<file path="config.mk">
export PLATFORM = sky130hd
export DESIGN_NAME = tfn_norm_cell
export DESIGN_NICKNAME = d
export VERILOG_FILES = /design/src/hw/rtl/tfn_pkg.sv /design/src/hw/rtl/tfn_norm_cell.sv
export SDC_FILE = /design/constraint.sdc
export NUM_CORES = 1
export LEC_CHECK = 0
export BUFFER_PORTS_ARGS = -buffer_cell sky130_fd_sc_hd__buf_2
export CAP_MARGIN = 20
export CORE_ASPECT_RATIO = 1.75
export CORE_MARGIN = 2
export CORE_UTILIZATION = 40
export CTS_BUF_LIST = sky130_fd_sc_hd__clkbuf_2 sky130_fd_sc_hd__clkbuf_4 sky130_fd_sc_hd__clkbuf_8
export DETAILED_ROUTE_END_ITERATION = 8
export PLACE_DENSITY = 0.71
export SYNTH_ARGS = -nofsm -noshare
export SYNTH_HDL_FRONTEND = slang
export SYNTH_SLANG_ARGS = --single-unit
export TNS_END_PERCENT = 10
</file>
<file path="constraint.sdc">
create_clock -name aclk -period 2.21 [get_ports aclk]
set_input_delay 0.5525 -clock aclk [delete_from_list [all_inputs] [get_ports aclk]]
set_output_delay 0.5525 -clock aclk [all_outputs]
set_load 0.05 [all_outputs]
</file>
<file path="src/hw/rtl/tfn_pkg.sv">
// Types and constants of the triangle face normal pipeline
package tfn_pkg;

    localparam int COORD_W    = 16;
    localparam int EDGE_W     = COORD_W + 1;
    localparam int PROD_W     = 2 * EDGE_W;
    localparam int CROSS_W    = PROD_W + 1;
    localparam int MAG_W      = PROD_W;
    localparam int NORM_W     = (MAG_W < 31) ? 31 : MAG_W;
    localparam int NORM_STEPS = $clog2(NORM_W);
    localparam int R_W        = 31;
    localparam int SQ_W       = 2 * R_W;
    localparam int SUM_W      = 64;
    localparam int ROOT_W     = 32;
    localparam int REM_W      = 35;
    localparam int QUO_W      = 15;
    localparam int FRAC_SH    = 14;
    localparam int NUM_W      = R_W + FRAC_SH + 1;
    localparam int OUT_W      = 16;
    localparam logic [QUO_W-1:0] NORM_ONE = QUO_W'(16384);

    typedef struct packed {
        logic [COORD_W-1:0] v0_x;
        logic [COORD_W-1:0] v0_y;
        logic [COORD_W-1:0] v0_z;
        logic [COORD_W-1:0] v1_x;
        logic [COORD_W-1:0] v1_y;
        logic [COORD_W-1:0] v1_z;
        logic [COORD_W-1:0] v2_x;
        logic [COORD_W-1:0] v2_y;
        logic [COORD_W-1:0] v2_z;
    } in_t;

    typedef struct packed {
        logic [OUT_W-1:0] normal_x;
        logic [OUT_W-1:0] normal_y;
        logic [OUT_W-1:0] normal_z;
        logic             degenerate;
    } out_t;

    typedef struct packed {
        logic       valid;
        logic [2:0] neg;
        logic       degen;
    } ctl_t;

endpackage

</file>
<file path="src/hw/rtl/tfn_norm_cell.sv">
// One binary step of the common left-justify shift
module tfn_norm_cell #(
    parameter int SHIFT = 1
) (
    input  logic                                aclk,
    input  logic                                aresetn,
    input  logic                                en,
    input  tfn_pkg::ctl_t                       in_ctl,
    input  logic [2:0][tfn_pkg::NORM_W-1:0]     in_mag,
    output tfn_pkg::ctl_t                       out_ctl,
    output logic [2:0][tfn_pkg::NORM_W-1:0]     out_mag
);

    localparam int W = tfn_pkg::NORM_W;

    tfn_pkg::ctl_t          ctl_reg;
    logic [2:0][W-1:0]      mag_reg;
    logic                   hit;

    assign hit = ~|{in_mag[0][W-1 -: SHIFT], in_mag[1][W-1 -: SHIFT],
                    in_mag[2][W-1 -: SHIFT]};

    always_ff @(posedge aclk) begin
        if (!aresetn) begin
            ctl_reg <= '0;
        end else if (en) begin
            ctl_reg <= in_ctl;
        end
    end

    always_ff @(posedge aclk) begin
        if (en) begin
            for (int i = 0; i < 3; i++) begin
                mag_reg[i] <= hit ? (in_mag[i] << SHIFT) : in_mag[i];
            end
        end
    end

    assign out_ctl = ctl_reg;
    assign out_mag = mag_reg;

endmodule

</file>
== Yosys cells after proc, flatten, opt, wreduce, memory -nomap -nowiden ==
Index checks and enable logic that the tools add are counted.

* Input port bits: 110
* Bits in registers: 107
* Word-level logic and storage cells: 13

* Reductions and logical operators: 1
* Mux-type cells: 3

{| class="wikitable"
|+ Operators by type and width
! operator !! number
|-
| 34-bit 2-to-1 mux || 3
|-
| 3-bit OR reduction || 1
|}

== Depth between registers and ports, before layout ==
* Word-level depth: 2
* Depth in mapped cells: 4
* Gate-level depth less buffers: 2

== Least setup slack after synthesis ==
OpenSTA, ideal clock, no wires.

* Path type: input port to flip-flop
* Start point: input port in_mag[101] (netlist bit)
* End point: register mag_reg, in the netlist out_mag[91] (data pin)
* Arrival: 1.504 ns
* Setup time: 0.260 ns
* Path buffers: 2
* Path slack: 0.446 ns
* Stages on the path: 4
* Data required time: 1.950 ns
* Path through: nor3_4 buf_4 buf_4 mux2_2

* Longest elaborated chain between the ends: 2

{| class="wikitable"
|+ RTL lines
! item !! line !! text
|-
| from (decl) || tfn_norm_cell.sv:9 || <nowiki>input logic [2:0][tfn_pkg::NORM_W-1:0] in_mag,</nowiki>
|-
| 3-bit OR reduction || tfn_norm_cell.sv:20 || <nowiki>assign hit = ~|{in_mag[0][W-1 -: SHIFT], in_mag[1][W-1 -: SHIFT],</nowiki>
|-
| 34-bit 2-to-1 mux || tfn_norm_cell.sv:34 || <nowiki>mag_reg[i] <= hit ? (in_mag[i] << SHIFT) : in_mag[i];</nowiki>
|-
| to (signal, indexed assignment) || tfn_norm_cell.sv:34 ||
|-
| to (decl) || tfn_norm_cell.sv:17 || <nowiki>logic [2:0][W-1:0] mag_reg;</nowiki>
|}

Every way passes these cells.
A chain may end at the register's enable or synchronous reset.

== Final worst setup path ==
* Start point: input port in_mag[101] (netlist bit)
* End point: register mag_reg, in the netlist out_mag[59] (data pin)

The elaborated chain is that of the path after synthesis.

==> flow_metrics.py <==
metrics = {
    "layout": {
        "drive_gt1_share_pct": 72.9,
        "final_cell_area_um2": 5960,
        "fillCellCount": 927,
        "final_cells": 594,
        "fin_util_pct": 54.3,
        "multi_input_area_um2": 1230,
        "diodes": 0,
        "seqCellArea_um2": 3160,
        "final_nets": 567,
        "area_growth_pct": 33.8,
    },
    "sta": {
        "worstMarginPinSlew_ns": 0.288,
        "drv_slew": 0,
        "tns_ns": 0,
        "whs_ns": 0.437,
        "max-slew-margin-rel_pct": 80.8,
        "fmax_mhz": 651,
        "setup_ws_ns": 0.673,
        "setup_viol": 0,
        "finClkSkew_ns": 0,
        "rsz0062_at_grt": "no",
        "final-hold-violation-count": 0,
        "finalCriticalPeriod_ns": 1.54,
        "fin_crit_sh_pct": 69.5,
    },
    "logic_synthesis": {
        "syn_avg_cell_area_um2": 19.0,
        "synthSimpleGateAreaFrac_pct": 1.97,
        "synth.ff_latch_count": 107,
        "synth_adder_area_share_pct": 0,
        "postSynthCellCount": 234,
        "syn_nets": 344,
        "syn_area_um2": 4460,
        "synth_compound_area_share_pct": 0.337,
        "synth_mux_area_share_pct": 25.4,
        "ys_seq_area_share_pct": 71.0,
        "synth-xor-area-share_pct": 0,
        "synth_cell_type_count": 13,
        "synth_top_family_by_area": "multiplexers",
        "synth_warnings": 0,
    },
    "worst_setup_path": {
        "regToRegSetupSlack_ns": 1.58,
        "slowest_stage": "mux2_2",
        "worstPathRequired_ns": 2.33,
        "cp.arrival_ns": 1.66,
        "cp-endpoint": "out_mag[59]$_DFFE_PP_",
        "cp.buffers_inverters": 2,
        "crit_path_max_incr_delay_ns": 0.37,
        "r2r_cells": 2,
        "cp_top_family": "buffers and inverters",
        "endpoint_kind": "flip-flop",
        "critical_path_depth": 4,
        "start_kind": "primary input",
        "crit_type": "primary input to flip-flop",
        "timing.rr.end": "out_ctl[2]$_SDFFE_PN0P_",
        "critPathMaxFanout": 43,
        "rr_startpoint": "out_ctl[2]$_SDFFE_PN0P_",
        "crit_chain": "buf_2, nor3_4, buf_12, mux2_2",
        "crit_path_start": "in_mag[101]",
    },
    "cts": {
        "cts.clk_slew.worst_paths_ns": 0.09,
        "cts_resized": 0,
        "htree_levels": 3,
        "cts_buffers": 9,
        "cts_num_sinks": 107,
        "clock_path_buffers": 2,
        "cts_root_buf": "clkbuf_8",
        "worstSkewPairLatency_ns": 0.36,
        "cts_tree": "yes",
        "ctsHoldBuffers": 0,
        "cts_setup_buffers": 0,
    },
    "placed_design": {
        "hpwl_um": 7610,
        "pre_cts_slack_ns": 0.280,
        "placed_cell_area_um2": 5750,
        "io_buffer_count": 216,
        "place_inst": 578,
        "finalWeightedCongestion": 0.765,
    },
    "routing": {
        "drc": 0,
        "drt-initial-drc-count": 108,
        "via_per_inst": 4.84,
        "wl_um": 9900,
        "antenna_left": 0,
        "drt_first_pass_iters": 4,
        "via_count": 2877,
        "avgRoutedWirePerCell_um": 16.7,
    },
    "power_and_ir_drop": {
        "p_int_mw": 3.35,
        "p_per_area_nw_per_um2": 816,
        "p_leak_nw": 2.47,
        "pwr-share-clk_pct": 25.7,
        "p_comb_share_pct": 23.7,
        "seqPwrFrac_pct": 50.6,
        "power.total_mw": 4.86,
        "ir_drop_mv": 0.421,
        "power_switching_share_pct": 31.1,
        "p_switching_mw": 1.51,
    },
    "floorplanning": {
        "num_rows": 51,
        "die_h_um": 144,
        "coreArea_um2": 11000,
        "io_pins": 217,
        "start_util_pct": 40.6,
        "dieWidth_um": 83.8,
        "die_area_um2": 12000,
    },
    "flow_run": {
        "maxCapViolations": 0,
    },
    "global_route": {
        "grt_pass1_vias": 2934,
        "grt_usage_pct": 16.0,
        "antenna_found_initial": 0,
        "grt_max_degree": 46,
        "grt_pass1_wl_um": 14700,
        "grt_overflow": 0,
    },
    "hold_path": {
        "hp-class": "primary input to flip-flop",
        "min_from": "in_ctl[0]",
    },
    "outcome": {
        "status": "completed",
    },
}
[cells in the final DEF, fill, tap and decap left out, drive strengths merged]
master,n
buf,223
edfxtp,102
mux2,96
clkbuf,13
nor2b,8
mux2i,5
dfxtp,5
nor2,2
a21o,2
nor3,1
nor3b,1
or2,1
bufinv,1
clkinv,1
clkinvlp,1
[registers in the layout (all words and copies together), names as in the netlist]
signal   flops
out_mag    102
out_ctl      5
[area by class of cell]
cell class	count	share of cell area, %
clock buffer	13	2.79
multi-input combinational	116	20.7
clock inverter	3	0.777
sequential	107	53.1
tap	132	2.77
timing repair buffer	223	19.9
[cell families (layout without fill, tap and decap cells)]
| logic type | count (synthesis) | after routing |
|---|---|---|
| buf+inv | 11 | 239 |
| compound gates | 2 | 2 |
| mux | 101 | 101 |
| simple gates | 13 | 13 |
| flops | 107 | 107 |
[routing by layer]
| metal | wire length [µm] | vias to the layer above | track usage (%) |
|---|---|---|---|
| met3 | 596 | 22 | 2.99 |
| li1 | - | 1363 | - |
| met1 | 3550 | 1373 | 17.5 |
| met2 | 5420 | 119 | 29.0 |
| met5 | 0 | - | 0 |
| met4 | 336 | 0 | 9.25 |
[synth_stat cells]
library cell  count  area share (%)
clkbuf_1          1           0.084
nor2_1            2            0.17
nor2b_1           8             1.1
buf_4             2            0.34
or2_2             1            0.14
nor3b_1           1            0.17
mux2i_1           5             1.1
edfxtp_1        102              69
mux2_2           96              24
buf_2             8            0.90
dfxtp_1           5             2.2
nor3_4            1            0.37
a21o_1            2            0.34
[how the worst min path moves through the flow]
stage                                    end  slack (ns)  cells after the start
floorplan           out_mag[0]$_SDFFCE_PN0P_        0.66                      0
global placement     out_ctl[2]$_SDFFE_PN0P_        0.50                      2
detailed placement   out_ctl[3]$_SDFFE_PN0P_        0.51                      2
CTS                  out_ctl[0]$_SDFFE_PN0P_        0.41                      3
global route         out_ctl[0]$_SDFFE_PN0P_        0.43                      3
finish               out_ctl[0]$_SDFFE_PN0P_        0.44                      3
[worst reg2reg max path, cell delays in order (launching register included)]
cell     delay, ns
dfxtp_1       0.32
mux2i_1       0.14
nor2b_1       0.07
[power by group through the flow]
stage / clock [mW] / combinational (mW) / sequential, mW
floorplan: 0 / 0.169 / 3.14
global placement: 0 / 1.15 / 2.50
detailed placement: 0 / 1.16 / 2.51
CTS: 1.30 / 1.16 / 2.46
global route: 1.36 / 1.20 / 2.48
finish: 1.25 / 1.15 / 2.46
(Power assumes the default switching activity.)
