$ cat config.mk
export PLATFORM = sky130hd
export DESIGN_NAME = tfn_sqrt_cell
export DESIGN_NICKNAME = d
export VERILOG_FILES = /design/src/hw/rtl/tfn_pkg.sv /design/src/hw/rtl/tfn_sqrt_cell.sv
export SDC_FILE = /design/constraint.sdc
export NUM_CORES = 1
export LEC_CHECK = 0
export BUFFER_PORTS_ARGS = -buffer_cell sky130_fd_sc_hd__buf_2
export CORE_AREA = 2 2 182 184
export CTS_CLUSTER_DIAMETER = 40
export DETAILED_ROUTE_END_ITERATION = 16
export DIE_AREA = 0 0 184 186
export HOLD_SLACK_MARGIN = 0.15
export MAX_ROUTING_LAYER = met4
export PLACE_DENSITY = 0.58
export SYNTH_ARGS = -nofsm -noshare
export SYNTH_HDL_FRONTEND = slang
export SYNTH_SLANG_ARGS = --single-unit
$ cat constraint.sdc
create_clock -name aclk -period 7.1 [get_ports aclk]
set_input_delay 0.71 -clock aclk [delete_from_list [all_inputs] [get_ports aclk]]
set_output_delay 0.71 -clock aclk [all_outputs]
set_load 0.03 [all_outputs]
$ cat src/hw/rtl/tfn_pkg.sv
// Types and constants of the triangle face normal pipeline
package tfn_pkg;

    localparam int COORD_W    = 16;
    localparam int EDGE_W     = COORD_W + 1;
    localparam int PROD_W     = 2 * EDGE_W;
    localparam int CROSS_W    = PROD_W + 1;
    localparam int MAG_W      = PROD_W;
    localparam int NORM_W     = (MAG_W < 31) ? 31 : MAG_W;
    localparam int NORM_STEPS = $clog2(NORM_W);
    localparam int R_W        = 31;
    localparam int SQ_W       = 2 * R_W;
    localparam int SUM_W      = 64;
    localparam int ROOT_W     = 32;
    localparam int REM_W      = 35;
    localparam int QUO_W      = 15;
    localparam int FRAC_SH    = 14;
    localparam int NUM_W      = R_W + FRAC_SH + 1;
    localparam int OUT_W      = 16;
    localparam logic [QUO_W-1:0] NORM_ONE = QUO_W'(16384);

    typedef struct packed {
        logic [COORD_W-1:0] v0_x;
        logic [COORD_W-1:0] v0_y;
        logic [COORD_W-1:0] v0_z;
        logic [COORD_W-1:0] v1_x;
        logic [COORD_W-1:0] v1_y;
        logic [COORD_W-1:0] v1_z;
        logic [COORD_W-1:0] v2_x;
        logic [COORD_W-1:0] v2_y;
        logic [COORD_W-1:0] v2_z;
    } in_t;

    typedef struct packed {
        logic [OUT_W-1:0] normal_x;
        logic [OUT_W-1:0] normal_y;
        logic [OUT_W-1:0] normal_z;
        logic             degenerate;
    } out_t;

    typedef struct packed {
        logic       valid;
        logic [2:0] neg;
        logic       degen;
    } ctl_t;

endpackage

$ cat src/hw/rtl/tfn_sqrt_cell.sv
// One result bit of the restoring square root
module tfn_sqrt_cell (
    input  logic                              aclk,
    input  logic                              aresetn,
    input  logic                              en,
    input  tfn_pkg::ctl_t                     in_ctl,
    input  logic [2:0][tfn_pkg::R_W-1:0]      in_r,
    input  logic [tfn_pkg::SUM_W-1:0]         in_s,
    input  logic [tfn_pkg::REM_W-1:0]         in_rem,
    input  logic [tfn_pkg::ROOT_W-1:0]        in_root,
    output tfn_pkg::ctl_t                     out_ctl,
    output logic [2:0][tfn_pkg::R_W-1:0]      out_r,
    output logic [tfn_pkg::SUM_W-1:0]         out_s,
    output logic [tfn_pkg::REM_W-1:0]         out_rem,
    output logic [tfn_pkg::ROOT_W-1:0]        out_root
);

    localparam int RW = tfn_pkg::REM_W;
    localparam int QW = tfn_pkg::ROOT_W;
    localparam int SW = tfn_pkg::SUM_W;

    tfn_pkg::ctl_t              ctl_reg;
    logic [2:0][tfn_pkg::R_W-1:0] r_reg;
    logic [SW-1:0]              s_reg;
    logic [RW-1:0]              rem_reg;
    logic [QW-1:0]              root_reg;
    logic [RW-1:0]              part;
    logic [RW-1:0]              trial;
    logic                       ge;

    assign part  = {in_rem[RW-3:0], in_s[SW-1 -: 2]};
    assign trial = RW'({in_root, 2'b01});
    assign ge    = (part >= trial);

    always_ff @(posedge aclk) begin
        if (!aresetn) begin
            ctl_reg <= '0;
        end else if (en) begin
            ctl_reg <= in_ctl;
        end
    end

    always_ff @(posedge aclk) begin
        if (en) begin
            r_reg    <= in_r;
            s_reg    <= in_s << 2;
            rem_reg  <= ge ? (part - trial) : part;
            root_reg <= {in_root[QW-2:0], ge};
        end
    end

    assign out_ctl  = ctl_reg;
    assign out_r    = r_reg;
    assign out_s    = s_reg;
    assign out_rem  = rem_reg;
    assign out_root = root_reg;

endmodule

# After elaboration in Yosys (flattened, before gate mapping)
# Cells that the tools add are included.
dict set report totals {
  ff_bits 227
  inputBits 232
  out_inout_bits 229
  wordCells 12
}
dict set report op_classes {
  n_addsub 1
  order_cmp 1
  muxes 1
}
# op count
set ops {}
lappend ops {{greater-or-equal comparator 35 x 34 -> 1 bit} 1}
lappend ops {{two-way mux 35 bit} 1}
lappend ops {{subtractor 35 x 34 -> 35 bit} 1}

# Logic depth before layout (Yosys ltp)
dict set report depth {
  word_depth 2
  mapped_depth 13
  mapped_depth_nobuf 10
}

# Worst setup path before layout
# Ideal clock, no wire load.
dict set report synth_timing {
  kind {input-to-reg}
  start {input in_root[5] in the netlist's numbering}
  end {register rem_reg[28] (netlist: out_rem[28]), data pin}
  setup_ps 260
  arrival_ps 2634
  t_required_ps 6840
  setup_slack_ps 4205
  stages 10
  path_buffers 0
  cell_sequence {inv_1 -> ha_1 -> a211oi_2 -> o21bai_2 -> nor4_2 -> o21ai_2 -> a211oi_2 -> o221ai_1 -> xnor2_1 -> mux2_4}
}
dict set report synth_between {
  elab_chain_len 2
  elab_cells_between_ends 3
  cone_classes {1 x add/sub; 1 x order compare; 1 x mux}
}
# element line
set synth_lines {}
lappend synth_lines {{from (decl)} tfn_sqrt_cell.sv:10} ;# input logic [tfn_pkg::ROOT_W-1:0] in_root,
lappend synth_lines {{subtractor 35 x 34 -> 35 bit or greater-or-equal comparator 35 x 34 -> 1 bit (tied branches)} {tfn_sqrt_cell.sv:47, tfn_sqrt_cell.sv:33}}
lappend synth_lines {{two-way mux 35 bit *} tfn_sqrt_cell.sv:47} ;# rem_reg <= ge ? (part - trial) : part;
lappend synth_lines {{to (signal assigned)} tfn_sqrt_cell.sv:47}
lappend synth_lines {{to (decl)} tfn_sqrt_cell.sv:25} ;# logic [RW-1:0] rem_reg;
# Mark *: on every way between the ends. The rest lies on a longest branch, timed or not.
# A chain may end at the register's enable or synchronous reset.

# Worst setup path in the final report
dict set report layout_timing {
  start {input in_root[0] in the netlist's numbering}
  end {register rem_reg[14] (netlist: out_rem[14]), data pin}
}
# Same word-level chain as after synthesis.

==> impl_metrics.toml <==
[run_status]
outcome = "finished clean"

[timing]
finalSetupViolations = 0
slew_headroom = 0.339
setup_tns_ps = 0
clock_skew_ps = 0
fin_crit_ps = 3710
fmax_ghz = 0.270
hold_viol = 0
post-route-period-util = 0.523
finalMaxSlewViolations = 0
rsz0062_at_grt = "false"
tightest_slew_ps = 991

[critical_path]
rrSetupSlack_ps = 6450
end_kind = "flop"
setup.worst_path.class = "input pin to flop"
timing.rr.start = "out_ctl[3]"
worstPathRequired_ps = 7350
cp_max_fo = 38
worstRegToRegCells = 2
start_kind = "input pin"
cp.arrival_ps = 3950
r2r-end = "out_ctl[3]"
startpoint = "in_root[0]"

[power_and_ir_drop]
leakagePower_nw = 5.94
power_frac_comb = 0.176
p_sw_w = 0.00122
p_sw_frac = 0.282
vdd_drop_max_v = 0.000193
clkPwrFrac = 0.443
p_int_w = 0.00311
powerDensity_mw_per_mm2 = 318
p_seq_frac = 0.381

[routing]
top_layer_used = "met4"
num_vias = 7119
met3_length_microns = 3110
wl_per_cell_microns = 20.4
route.met2.wl_microns = 15900
ant_nets = 0
remaining_drc_errors = 0
drt_iter0_drc = 356
drt-met1-wl_microns = 11600
wl_microns = 31600
viasPerCell = 4.60
first_pass_iters = 5

[logic_synthesis]
synthDistinctLibCells = 66
async_reset_ff_frac = 0
synth_top_area_frac = 0.700
ys_seq_elements = 227
yosys-top-cells-area = "edfxtp_1, ha_1, xnor2_1, a21oi_1, inv_1"
syn_area_per_cell_sq_um = 15.5
syn_area_sq_mm = 0.00952
synthCells = 613
yosysTopAreaCell = "edfxtp_1"
ys_seq_area_frac = 0.711
synth_edf_count = 222
synth_flop_cell = "edfxtp_1"
yosysWarningCount = 0

[clock_tree]
cts.sinks = 227
clkTransAtPathRegs_ps = 50
cts_hold_repair.buffers = 0
clk_latency_ps = 510
cts_tree = "yes"
cts_max_path_buffers = 3
cts_setup_buffers = 0
htree_levels = 2
cts-buffers-inserted = 38
cts_resized = 0
root_buffer = "clkbuf_16"

[final_layout]
fin_util = 0.423
syn2layout_area_growth_pct = 43.0
drive_gt1_frac = 0.511
finish.instance_area_sq_mm = 0.0136
layout.nets = 1364

[die]
core_sq_mm = 0.0322
start_util = 0.296
die_h_microns = 186
die_area_sq_mm = 0.0342
rows = 66
fp.dieW_microns = 184
pin_count = 461

[placement]
place_area_sq_mm = 0.0122
dpl.hpwl_microns = 24900
port_buffers = 456
gp_congestion = 0.826

[global_route]
grt_pass1_wl_microns = 43900
antenna_found_initial = 16
grt_pass1_vias = 7100
track_usage = 0.179
overflow = 0
grt_max_degree = 86

[worst_hold_path]
hold_class = "input pin to flop"
hold_depth = 1
hold_start = "in_s[26]"
holdPathEnd = "out_s[28]"

[flow_run]
maxCapViolations = 0
==> power groups by stage <==
stage | Combinational, W | Clock, W | Sequential, W
2_1_floorplan | 0.000236 | 0 | 0.00193
3_3_place_gp | 0.000765 | 0 | 0.00167
3_5_place_dp | 0.000771 | 0 | 0.00167
4_1_cts | 0.000774 | 0.00197 | 0.00165
5_1_grt | 0.000815 | 0.00201 | 0.00166
6_report | 0.000762 | 0.00192 | 0.00165
==> cell families (layout without fill, tap and decap cells) <==
family	Yosys count	in the layout	share of synthesized area
muxes	18	18	0.0247
adders and majority gates	34	34	0.0447
xor gates and xnor gates	31	31	0.0285
DFF	227	227	0.711
and+or+nand+nor	121	121	0.0657
AOI/OAI and AO/OA	122	122	0.0960
buffers and inverters	59	573	0.0294
other	1	14	0.000394
==> layer usage <==
metal	vias up	track usage
met5	-	-
met4	0	0.0640
met3	61	0.0628
met2	303	0.304
met1	3437	0.195
li1	3318	-
==> critical path, stage by stage <==
cell and delay (ps):
buf_2 90, inv_1 40, ha_1 340, o21a_1 230
o211ai_2 130, a311oi_4 460, o211a_4 290, o31ai_4 90
o21ai_4 600, buf_4 570, mux2_4 340
==> flip-flops by register name (all words and copies together) (netlist names) <==
name	count
out_root	32
out_r	93
out_rem	35
out_s	62
out_ctl	5
==> cells in the mapped netlist (all sizes together) (7+ instances only) <==
cell / count
edfxtp: 222
a21oi: 50
inv: 44
nor2: 42
ha: 34
nand2: 21
xnor2: 21
o21ai: 20
a21o: 11
buf: 11
mux2: 11
nor3: 11
nand4: 10
xor2: 10
nor2b: 9
mux2i: 7
==> final cells by class <==
type                    instances  area [sq um]
well taps                     408           510
flip-flops and latches        227          6770
clock buffers                  41           983
clock inverters                29           367
repair buffers                459          2310
inverters                      44           165
fillers                      3054         18600
multi-input cells             328          2480
diodes                         12          30.0
==> how the worst max path moves through the flow <==
| stage | endpoint | slack (ps) | cells past startpoint |
|---|---|---|---|
| 5_1_grt | out_rem[14] | 3170 | 11 |
| 3_3_place_gp | out_rem[16] | 2820 | 11 |
| 6_report | out_rem[14] | 3390 | 11 |
| 3_5_place_dp | out_rem[13] | 2800 | 11 |
| 4_1_cts | out_rem[14] | 3310 | 11 |
| 2_1_floorplan | out_rem[28] | 4210 | 10 |
==> layout by cell type, fill, tap and decap left out, drive strengths merged, types with 5 or more instances in the layout <==
cell    count
buf       459
edfxtp    222
inv        52
a21oi      50
nor2       42
clkbuf     41
ha         34
nand2      21
xnor2      21
o21ai      20
clkinv     13
diode      12
a21o       11
mux2       11
nor3       11
nand4      10
xor2       10
nor2b       9
mux2i       7
o21a        6
bufinv      6
o211ai      6
nand3       5
dfxtp       5
==> metrics by stage <==
stage	std cells	worst slack (ps)	total power (W)	hold WS [ps]
finish	1548	3390	0.00432	370
global route	1545	3170	0.00449	344
CTS	1536	3310	0.00439	344
detailed placement	1466	2800	0.00244	496
global placement	1466	2820	0.00243	497
floorplan	614	4210	0.00216	641
(Power assumes the default switching activity.)
