==> config.mk <==
export PLATFORM = sky130hd
export DESIGN_NAME = tfn_div_cell
export DESIGN_NICKNAME = d
export VERILOG_FILES = /design/src/hw/rtl/tfn_pkg.sv /design/src/hw/rtl/tfn_div_cell.sv
export SDC_FILE = /design/constraint.sdc
export NUM_CORES = 1
export LEC_CHECK = 0
export BUFFER_PORTS_ARGS = -buffer_cell sky130_fd_sc_hd__clkbuf_2
export CAP_MARGIN = 20
export CORE_AREA = 2 2 173 175
export CTS_BUF_LIST = sky130_fd_sc_hd__clkbuf_2 sky130_fd_sc_hd__clkbuf_4 sky130_fd_sc_hd__clkbuf_8
export CTS_CLUSTER_SIZE = 14
export DETAILED_ROUTE_END_ITERATION = 12
export DIE_AREA = 0 0 175 177
export PLACE_DENSITY_LB_ADDON = 0.3
export SLEW_MARGIN = 25
export SYNTH_ARGS = -nofsm -noshare
export SYNTH_HDL_FRONTEND = slang
export SYNTH_SLANG_ARGS = --single-unit
==> constraint.sdc <==
create_clock -name aclk -period 8.09 [get_ports aclk]
set_clock_uncertainty 0.1 [all_clocks]
set_input_delay 0 -clock aclk [delete_from_list [all_inputs] [get_ports aclk]]
set_output_delay 0 -clock aclk [all_outputs]
set_load 0.01 [all_outputs]
==> src/hw/rtl/tfn_pkg.sv <==
// Types and constants of the triangle face normal pipeline
package tfn_pkg;

    localparam int COORD_W    = 16;
    localparam int EDGE_W     = COORD_W + 1;
    localparam int PROD_W     = 2 * EDGE_W;
    localparam int CROSS_W    = PROD_W + 1;
    localparam int MAG_W      = PROD_W;
    localparam int NORM_W     = (MAG_W < 31) ? 31 : MAG_W;
    localparam int NORM_STEPS = $clog2(NORM_W);
    localparam int R_W        = 31;
    localparam int SQ_W       = 2 * R_W;
    localparam int SUM_W      = 64;
    localparam int ROOT_W     = 32;
    localparam int REM_W      = 35;
    localparam int QUO_W      = 15;
    localparam int FRAC_SH    = 14;
    localparam int NUM_W      = R_W + FRAC_SH + 1;
    localparam int OUT_W      = 16;
    localparam logic [QUO_W-1:0] NORM_ONE = QUO_W'(16384);

    typedef struct packed {
        logic [COORD_W-1:0] v0_x;
        logic [COORD_W-1:0] v0_y;
        logic [COORD_W-1:0] v0_z;
        logic [COORD_W-1:0] v1_x;
        logic [COORD_W-1:0] v1_y;
        logic [COORD_W-1:0] v1_z;
        logic [COORD_W-1:0] v2_x;
        logic [COORD_W-1:0] v2_y;
        logic [COORD_W-1:0] v2_z;
    } in_t;

    typedef struct packed {
        logic [OUT_W-1:0] normal_x;
        logic [OUT_W-1:0] normal_y;
        logic [OUT_W-1:0] normal_z;
        logic             degenerate;
    } out_t;

    typedef struct packed {
        logic       valid;
        logic [2:0] neg;
        logic       degen;
    } ctl_t;

endpackage

==> src/hw/rtl/tfn_div_cell.sv <==
// One quotient bit of three parallel restoring dividers
module tfn_div_cell (
    input  logic                              aclk,
    input  logic                              aresetn,
    input  logic                              en,
    input  tfn_pkg::ctl_t                     in_ctl,
    input  logic [tfn_pkg::ROOT_W-1:0]        in_len,
    input  logic [2:0][tfn_pkg::QUO_W-1:0]    in_low,
    input  logic [2:0][tfn_pkg::ROOT_W-1:0]   in_rem,
    input  logic [2:0][tfn_pkg::QUO_W-1:0]    in_quo,
    output tfn_pkg::ctl_t                     out_ctl,
    output logic [tfn_pkg::ROOT_W-1:0]        out_len,
    output logic [2:0][tfn_pkg::QUO_W-1:0]    out_low,
    output logic [2:0][tfn_pkg::ROOT_W-1:0]   out_rem,
    output logic [2:0][tfn_pkg::QUO_W-1:0]    out_quo
);

    localparam int LW = tfn_pkg::ROOT_W;
    localparam int QW = tfn_pkg::QUO_W;

    tfn_pkg::ctl_t          ctl_reg;
    logic [LW-1:0]          len_reg;
    logic [2:0][QW-1:0]     low_reg;
    logic [2:0][LW-1:0]     rem_reg;
    logic [2:0][QW-1:0]     quo_reg;
    logic [2:0][LW:0]       part;
    logic [2:0]             ge;

    always_comb begin
        for (int i = 0; i < 3; i++) begin
            part[i] = {in_rem[i], in_low[i][QW-1]};
            ge[i]   = (part[i] >= {1'b0, in_len});
        end
    end

    always_ff @(posedge aclk) begin
        if (!aresetn) begin
            ctl_reg <= '0;
        end else if (en) begin
            ctl_reg <= in_ctl;
        end
    end

    always_ff @(posedge aclk) begin
        if (en) begin
            len_reg <= in_len;
            for (int i = 0; i < 3; i++) begin
                low_reg[i] <= in_low[i] << 1;
                rem_reg[i] <= ge[i] ? LW'(part[i] - {1'b0, in_len}) : LW'(part[i]);
                quo_reg[i] <= {in_quo[i][QW-2:0], ge[i]};
            end
        end
    end

    assign out_ctl = ctl_reg;
    assign out_len = len_reg;
    assign out_low = low_reg;
    assign out_rem = rem_reg;
    assign out_quo = quo_reg;

endmodule

# --- Word-level counts from Yosys, hierarchy flattened ---
# Index checks and enable logic that the tools add are counted.
word_totals:
  reg_bits: 220
  input_bits: 226
  out_inout_bits: 223
classes:
  addsub: 3
  n_lt_le_gt_ge: 3
  muxes: 3
op_table:
  columns: ["cell", "n"]
  rows:
  - ["33-bit by 32-bit greater-or-equal comparator with 1-bit output", 3]
  - ["32-bit two-way mux", 3]
  - ["32-bit subtractor", 3]

# --- Depth between registers and ports, before layout ---
# Gate-level depths: netlist (run 1).
depth:
  depth_word: 2
  mapped_depth: 13
  ltp_nobuf: 11

# --- Least setup slack after synthesis (run 1) ---
# Ideal clock, no wire load.
synth_path:
  kind: "input port to flip-flop"
  startpoint: "input port in_len[1] (netlist name)"
  endpoint: "register rem_reg, in the netlist out_rem[10], data pin"
  setup_ns: 0.260
  arrival_time_ns: 2.493
  slack_ns: 5.237
  stages: 12
  path_buffers: 2
  path_cell_list: "inv_1 > ha_1 > nor2b_4 > o31a_1 > o31ai_4 > a21oi_2 > a311oi_4 > o21ai_2 > a2111o_1 > buf_6 > buf_12 > mux2_4"
synth_via:
  elab_chain_len: 2
  elab_cells_between_ends: 3
  cone_classes: "1 x add/sub; 1 x order compare; 1 x mux"
synth_rtl:
  columns: ["element", "line_no", "rtl"]
  rows:
  - ["start: declaration", "tfn_div_cell.sv:7", "input logic [tfn_pkg::ROOT_W-1:0] in_len,"]
  - ["32-bit subtractor or 33-bit by 32-bit greater-or-equal comparator with 1-bit output (tied branches)", "tfn_div_cell.sv:49, tfn_div_cell.sv:32", null]
  - ["32-bit two-way mux (*)", "tfn_div_cell.sv:49", "rem_reg[i] <= ge[i] ? LW'(part[i] - {1'b0, in_len}) : LW'(part[i]);"]
  - ["end signal: indexed assignment", "tfn_div_cell.sv:49", null]
  - ["end: declaration", "tfn_div_cell.sv:24", "logic [2:0][LW-1:0] rem_reg;"]
# Every way passes the cells marked *; elsewhere a longest branch is shown, timed or not.
# A chain may end at the register's enable or synchronous reset.

# --- Worst setup path in the final report (run 1) ---
layout_path:
  startpoint: "input port in_len[1] (netlist name)"
  endpoint: "register rem_reg, in the netlist out_rem[76], data pin"
# Same word-level chain as after synthesis.

==> qor.txt, run 1 <==
========================================================================================================
Run status                                                                                  finished, final reports clean
Beginning of the worst register-to-register path                                            out_ctl[1]$_SDFFE_PN0P_
Share of synthesized registers carrying an async set or reset                                         0%
Number of primary I/O pins                                                                           449
Data required time of the worst path                                                             8.26 ns
Dominant cell type by area after synthesis                                                      edfxtp_1
Part of the total power dissipated in sequential elements                                          41.1%
Width of the chip                                                                                 175 um
Number of levels the H-tree was split into                                                             2
Share of cells above drive strength 1                                                              31.8%
# DRC                                                                                                  0
Switching share of power                                                                           30.3%
Setup violators final                                                                                  0
Total number of yosys warnings                                                                         0
Cell depth of the worst flop-to-flop path                                                              3
Global router's overall resource usage                                                             29.1%
Share of power burned in combinational logic                                                       29.2%
Synthesized area                                                                              13500 um^2
Met2 routed WL                                                                                  23300 um
Clock latency at the later pin of the worst-skew pair                                            0.54 ns
Setup total negative slack                                                                          0 ns
CTS Hold Bufs                                                                                        227
Crit. End Element                                                                               register
Total Die Area                                                                                31000 um^2
Buffers added on ports                                                                               442
Number of pins with negative max-slew slack in the final report                                        0
Number of stages on the worst hold path                                                                2
Average detailed-routed wire length per instance                                                 20.4 um
Remaining antenna violation count after routing                                                        0
Most frequently used flop master after synthesis                                                edfxtp_1
RSZ-0062 raised after global routing                                                               false
Final core area utilization                                                                        65.3%
Leakage                                                                                          8.55 nW
Clk pwr share                                                                                      29.7%
Post-route fraction of the period consumed by the critical path                                    48.4%
Areal power density over the cells                                                           186 nW/um^2
Hold worst-path end                                                                         out_quo[0]$_DFFE_PP_
DPL Wire Length                                                                                 33600 um
Max rail drop VDD                                                                               0.115 mV
Root Driver                                                                                     clkbuf_8
Vias in the first global route                                                                     12422
Area of the placeable core                                                                    29200 um^2
Period minus WS final                                                                            3.91 ns
Wire length of the first global-routing pass                                                    69300 um
Starting Density                                                                                   46.3%
Final instance count without filler cells                                                           2282
Crit path kind                                                                                    in2reg
Largest cells by area after synthesis                                                       edfxtp_1 (48%), ha_1 (8.9%), mux2_4 (3.0%)
Number of antenna violations at the first check in global routing                                      2
Number of flops mapped to enable cells by yosys                                                      215
Resized Gates After CTS                                                                                0
Internal Power                                                                                   2.48 mW
RePlAce Congestion                                                                                 0.880
Detailed router's first-iteration violation count                                                    711
Largest net degree at the start of global routing                                                     67
WL met1                                                                                         17400 um
Critical hold path startpoint                                                                 in_rem[31]
Worst path arrival time                                                                          4.08 ns
Share of Yosys cell area claimed by the top area cell type                                         47.7%
Maximum clock path buffer count                                                                        3
Post-layout instance area                                                                     19100 um^2
Actual transition at the worst max-transition pin                                               0.858 ns
Post-layout nets                                                                                    2187
RR Endpoint                                                                                 out_ctl[1]$_SDFFE_PN0P_
Clock sink total                                                                                     220
Maximum Capacitance Violations                                                                         0
Area delta synth->final                                                                            41.1%
Ratio of routed vias to standard cells                                                              5.48
Largest fanout of any net on the critical path                                                        30
Flop and latch count out of synthesis                                                                220
Headroom to the max-slew limit                                                                     42.8%
Post-detailed-placement cell area                                                             16000 um^2
Placed Instances                                                                                    1983
Post-CTS clock slew at the launch and capture registers of the worst setup and hold paths        0.06 ns
Startpoint kind of the worst setup timing path                                                input port
Floorplan die height                                                                              177 um
Num CTS Buffers                                                                                       39
Met3 layer wire length in the routed design                                                      3530 um
Maximum clock rate                                                                               256 MHz
GRT Residual Overflow                                                                                  0
Floorplan row count                                                                                   63
Average size of a mapped cell                                                                  11.4 um^2
Number of distinct library cells after synthesis                                                      85
Post-synthesis instance total                                                                       1191
P_sw                                                                                             1.07 mW
Count of vias placed by the detailed router                                                        12497
Drt pass-1 iters                                                                                       5
Drt total wl                                                                                    46600 um
Number of hold violations in the final report                                                          0
Count of buffers added by post-CTS timing repair for setup                                             0
Highest routed metal layer                                                                          met4
R2r setup slk                                                                                    6.74 ns
CTS tree                                                                                           built
Worst min-delay path class                                                                        in2reg
Proportion of synthesized chip area in sequential cells                                            48.4%
========================================================================================================
==> Yosys cell counts (29+ instances only) <==
cell,instances
clkbuf_1,29
edfxtp_1,215
nand2_1,103
mux2_2,29
inv_1,57
o21ai_0,66
nor2_1,56
a21oi_1,77
xnor2_1,40
a21o_1,48
ha_1,96
xor2_1,35
==> power groups by stage <==
stage / logic (mW) / registers (mW) / clock network, mW
final: 1.04 / 1.46 / 1.05
after global routing: 1.12 / 1.47 / 1.13
after CTS: 1.02 / 1.46 / 1.07
after detailed placement: 0.923 / 1.48 / 0
after global placement: 0.909 / 1.48 / 0
after floorplan: 0.514 / 1.55 / 0
==> routing by layer <==
metal	vias up	GRT usage (%)
met5	-	0
met4	0	14.2
met3	129	6.08
met2	551	52.4
met1	5949	33.0
li1	5868	-
==> placed cells by master (no fill, tap or decap), types with 29 or more instances in the layout <==
master / netlist / layout
clkbuf_2: 1 / 441
dlygate4sd3_1: 0 / 227
edfxtp_1: 215 / 215
nand2_1: 103 / 103
ha_1: 96 / 96
a21oi_1: 77 / 77
o21ai_0: 66 / 66
inv_1: 57 / 57
nor2_1: 56 / 56
a21o_1: 48 / 48
clkbuf_8: 1 / 43
xnor2_1: 40 / 40
xor2_1: 35 / 35
mux2_2: 29 / 29
==> how the worst max path moves through the flow <==
stage               from                    end  cells after the start
3_3_place_gp   in_len[1]  out_rem[66]$_DFFE_PP_                     12
3_5_place_dp   in_len[1]  out_rem[92]$_DFFE_PP_                     12
6_report       in_len[1]  out_rem[76]$_DFFE_PP_                     13
4_1_cts        in_len[1]  out_rem[76]$_DFFE_PP_                     13
2_1_floorplan  in_len[1]  out_rem[10]$_DFFE_PP_                     12
5_1_grt        in_len[1]  out_rem[92]$_DFFE_PP_                     13
==> logic make-up (layout without fill, tap and decap cells) <==
logic type	Yosys count	count (layout)	synth area share (%)
AOI/OAI and AO/OA	318	318	15.8
and+or+nand+nor	299	299	10.9
muxes	75	75	6.85
xor gates and xnor gates	75	75	4.85
adders and majority gates	99	99	9.31
DFF	220	220	48.4
other	1	6	0.0277
buffers and inverters	104	800	3.85
==> per-stage QoR <==
stage,worst slack [ns],hold slack (ns),power [mW]
floorplan,5.24,-0.00113,2.06
global placement,4.26,0.0770,2.38
detailed placement,4.20,0.0786,2.40
CTS,4.19,0.0372,3.55
global route,3.92,0.0301,3.72
finish,4.18,0.0424,3.55
==> critical path: stages <==
cell	delay, ns
dlygate4sd3_1	0.53
clkbuf_2	0.23
inv_1	0.15
ha_1	0.32
nor2b_1	0.20
o211ai_2	0.10
a311oi_1	0.53
o41ai_2	0.26
o221ai_2	0.29
o22ai_2	0.18
o211a_2	0.35
inv_2	0.50
mux2_2	0.41
==> state kept, by name, indices dropped and copies added, names as in the netlist <==
| register | flops |
|---|---|
| out_rem | 96 |
| out_quo | 45 |
| out_low | 42 |
| out_len | 32 |
| out_ctl | 5 |
==> layout make-up <==
class                   count  area (um^2)
clock inverters            11         83.8
repair buffers            674         4560
inverters                  58          218
well taps                 390          488
diodes                      3         7.51
multi-input cells         869         6490
flip-flops and latches    220         6560
clock buffers              57          697
fillers                  2240        10100
(Power assumes the default switching activity.)
==> run 2: changes to the inputs <==
--- a/config.mk
+++ b/config.mk
@@ -5,13 +5,14 @@
 export SDC_FILE = /design/constraint.sdc
 export NUM_CORES = 1
 export LEC_CHECK = 0
+export ABC_AREA = 1
 export BUFFER_PORTS_ARGS = -buffer_cell sky130_fd_sc_hd__clkbuf_2
 export CAP_MARGIN = 20
-export CORE_AREA = 2 2 173 175
+export CORE_ASPECT_RATIO = 1.2
+export CORE_UTILIZATION = 50
 export CTS_BUF_LIST = sky130_fd_sc_hd__clkbuf_2 sky130_fd_sc_hd__clkbuf_4 sky130_fd_sc_hd__clkbuf_8
 export CTS_CLUSTER_SIZE = 14
 export DETAILED_ROUTE_END_ITERATION = 12
-export DIE_AREA = 0 0 175 177
 export PLACE_DENSITY_LB_ADDON = 0.3
 export SLEW_MARGIN = 25
 export SYNTH_ARGS = -nofsm -noshare
==> constraint.sdc (replaced) <==
create_clock -name aclk -period 3.65 [get_ports aclk]
set_clock_uncertainty 0.1 [all_clocks]
set_input_delay 0 -clock aclk [delete_from_list [all_inputs] [get_ports aclk]]
set_output_delay 0 -clock aclk [all_outputs]
set_load 0.01 [all_outputs]
==> qor.txt, run 2 <==
========================================================================================================
Run status                                                                                  finished, final reports clean   unchanged
Clock sink total                                                                                     220   unchanged
Startpoint kind of the worst setup timing path                                                input port   unchanged
Maximum clock path buffer count                                                                        3   unchanged
Area of the placeable core                                                                    31300 um^2   was 29200 um^2
Buffers added on ports                                                                               442   unchanged
Largest fanout of any net on the critical path                                                        35   was 30
Number of primary I/O pins                                                                           449   unchanged
Number of flops mapped to enable cells by yosys                                                      215   unchanged
Post-synthesis instance total                                                                       2145   was 1191
Maximum clock rate                                                                               346 MHz
Drt total wl                                                                                    61200 um   was 46600 um
Cell depth of the worst flop-to-flop path                                                              3   unchanged
Setup violators final                                                                                  0   unchanged
Fillers                                                                                             2546   was 2240
RePlAce Congestion                                                                                 0.940   was 0.880
Share of Yosys cell area claimed by the top area cell type                                         40.7%   was 47.7%
Ratio of routed vias to standard cells                                                              5.15   was 5.48
Share of cells above drive strength 1                                                              20.4%   was 31.8%
Crit path kind                                                                                    in2reg   unchanged
Average size of a mapped cell                                                                  7.39 um^2   was 11.4 um^2
Remaining antenna violation count after routing                                                        0   unchanged
Synthesized area                                                                              15900 um^2   was 13500 um^2
Number of pins with negative max-slew slack in the final report                                        0   unchanged
Data required time of the worst path                                                             3.85 ns   was 8.26 ns
Areal power density over the cells                                                           379 nW/um^2   was 186 nW/um^2
Most frequently used cell type in the post-synthesis netlist                                     nand2_1   was edfxtp_1
Count of vias placed by the detailed router                                                        16768   was 12497
Maximum Capacitance Violations                                                                         0   unchanged
Width of the chip                                                                                 165 um   was 175 um
Total number of yosys warnings                                                                         0   unchanged
Hold worst-path end                                                                         out_rem[15]$_DFFE_PP_   was out_quo[0]$_DFFE_PP_
Commonest non-fill, non-tap cells in the layout                                             nand2_1 (838), clkbuf_2 (441), inv_1 (396)   was clkbuf_2 (441), dlygate4sd3_1 (227), edfxtp_1 (215)
Worst path arrival time                                                                          3.08 ns   was 4.08 ns
Number of hold violations in the final report                                                          0   unchanged
Largest net degree at the start of global routing                                                     94   was 67
Number of distinct library cells after synthesis                                                      35   was 85
Resized Gates After CTS                                                                                0   unchanged
Total Die Area                                                                                32400 um^2   was 31000 um^2
DPL Wire Length                                                                                 45300 um   was 33600 um
Worst setup startpoint                                                                        in_len[28]   was in_len[1]
Flip-flop and latch area                                                                       6560 um^2   unchanged
Flip-flop count of the largest register after layout                                                  96   unchanged
Share of synthesized registers carrying an async set or reset                                         0%   unchanged
Number of stages on the worst hold path                                                                1   was 2
Largest cells by area after synthesis                                                       edfxtp_1 (41%), nand2_1 (20%), inv_1 (9.4%)   was edfxtp_1 (48%), ha_1 (8.9%), mux2_4 (3.0%)
Most common cell after layout, fill and taps aside                                               nand2_1   was clkbuf_2
Starting Density                                                                                   50.7%   was 46.3%
Floorplan die height                                                                              197 um   was 177 um
Floorplan row count                                                                                   71   was 63
Area delta synth->final                                                                            34.9%   was 41.1%
Leakage                                                                                          11.6 nW   was 8.55 nW
GRT Residual Overflow                                                                                  0   unchanged
RSZ-0062 raised after global routing                                                               false   unchanged
Setup total negative slack                                                                          0 ns   unchanged
R2r setup slk                                                                                    2.27 ns   was 6.74 ns
Period minus WS final                                                                            2.89 ns
Worst min-delay path class                                                                        in2reg   unchanged
Final core area utilization                                                                        68.4%   was 65.3%
Post-CTS clock slew at the launch and capture registers of the worst setup and hold paths        0.06 ns   about the same
Critical hold path startpoint                                                                         en   was in_rem[31]
# DRC                                                                                                  0   unchanged
Actual transition at the worst max-transition pin                                               0.817 ns   was 0.858 ns
Drt pass-1 iters                                                                                       5   unchanged
Max rail drop VDD                                                                               0.434 mV   was 0.115 mV
Num CTS Buffers                                                                                       37   was 39
Post-route fraction of the period consumed by the critical path                                    79.1%
Beginning of the worst register-to-register path                                            out_ctl[2]$_SDFFE_PN0P_   was out_ctl[1]$_SDFFE_PN0P_
Number of antenna violations at the first check in global routing                                      2   unchanged
Root Driver                                                                                     clkbuf_8   unchanged
Vias in the first global route                                                                     16333   was 12422
Post-layout nets                                                                                    3152   was 2187
Dominant cell type by area after synthesis                                                      edfxtp_1   unchanged
Leading post-synthesis cells by instance count                                              nand2_1 (838), inv_1 (396), edfxtp_1 (215)   was edfxtp_1 (215), nand2_1 (103), ha_1 (96)
Average detailed-routed wire length per instance                                                 18.8 um   was 20.4 um
Multi-input gate area                                                                          7550 um^2   was 6490 um^2
Number of levels the H-tree was split into                                                             2   unchanged
RR Endpoint                                                                                 out_ctl[2]$_SDFFE_PN0P_   was out_ctl[1]$_SDFFE_PN0P_
Global router's overall resource usage                                                             37.5%   was 29.1%
Proportion of synthesized chip area in sequential cells                                            41.3%   was 48.4%
Wire length of the first global-routing pass                                                    90100 um   was 69300 um
Most frequently used flop master after synthesis                                                edfxtp_1   unchanged
Headroom to the max-slew limit                                                                     45.5%   was 42.8%
Flop and latch count out of synthesis                                                                220   unchanged
Detailed router's first-iteration violation count                                                   1271   was 711
Clock latency at the later pin of the worst-skew pair                                            0.54 ns   about the same
CTS tree                                                                                           built   unchanged
Crit. End Element                                                                               register   unchanged
========================================================================================================
## run 2: cell types whose count changed after synthesis, moves of 47 or more
| cell | before | now |
|---|---|---|
| nand2_1 | 103 | 838 |
| inv_1 | 57 | 396 |
| nand3_1 | 27 | 179 |
| nor2_1 | 56 | 121 |
| o21ai_0 | 66 | 11 |
| a21o_1 | 48 | 1 |
## run 2: routing by layer
metal	vias to the layer above	track usage, %	share of wire (%)
met5	-	0	0
met2	830	66.1	49
met4	0	20.4	5.8
met3	182	6.80	8.1
met1	7668	42.4	37
li1	8088	-	-
## run 2: worst max-delay path: stages
cell and delay, ns:
dlygate4sd3_1 0.56, clkbuf_2 0.12, inv_1 0.25, ha_1 0.37, a21oi_1 0.34, o21ai_0 0.17
a21oi_1 0.16, nand2_1 0.10, nor2_4 0.43, nand2_8 0.33, nand3_2 0.17, nand2_1 0.06
## run 2: area by class of cell
class	instances	share of cell area, %
Sequential cell	220	30.6
Inverter	401	7.04
Timing Repair Buffer	672	21.1
Clock inverter	21	0.854
Tap cell	401	2.35
Clock buffer	46	2.70
Multi-Input combinational cell	1495	35.3
Antenna cell	1	0.0117
## run 2: worst max-delay path by stage
stage | end | slack [ns] | depth (start not counted)
finish | out_rem[51]$_DFFE_PP_ | 0.76 | 12
global route | out_rem[53]$_DFFE_PP_ | 0.71 | 12
CTS | out_rem[63]$_DFFE_PP_ | 0.90 | 12
detailed placement | out_rem[63]$_DFFE_PP_ | 0.85 | 11
global placement | out_rem[63]$_DFFE_PP_ | 0.87 | 11
floorplan | out_rem[73]$_DFFE_PP_ | 1.89 | 14
## run 2: timing repair
action                     4_1_cts  5_1_grt
setup buffers                    0        0
hold endpoints to repair       217        0
setup endpoints to repair        0        0
hold buffers                   222        0
## run 2: report_power, final
group	internal [mW]	switching [mW]
Combinational	0.927	1.56
Clock	1.27	1.11
Sequential	3.13	0.122
Total	5.32	2.80
## run 2: kinds of logic (layout without fill, tap and decap cells)
group	after synthesis	after routing	synth area share (%)
AND/OR/NAND/NOR	1277	1277	34.9
buffers and inverters	432	1140	11.1
flip-flops	220	220	41.3
adder cells (fa/ha/maj)	99	99	7.95
AO/OA/AOI/OAI	74	74	2.41
XOR/XNOR	42	42	2.32
other	1	4	0.0236
## run 2: through the flow
step | hold WS, ns | instance area [um^2] | worst slack, ns | power [mW] | instances
final | 0.0232 | 21400 | 0.764 | 8.12 | 3257
after global routing | 0.0383 | 21400 | 0.706 | 8.48 | 3257
after CTS | 0.0206 | 21400 | 0.899 | 8.05 | 3256
after detailed placement | 0.0786 | 18400 | 0.849 | 5.51 | 2967
after global placement | 0.0769 | 18400 | 0.871 | 5.48 | 2967
after floorplan | -0.00113 | 15900 | 1.89 | 4.62 | 2147
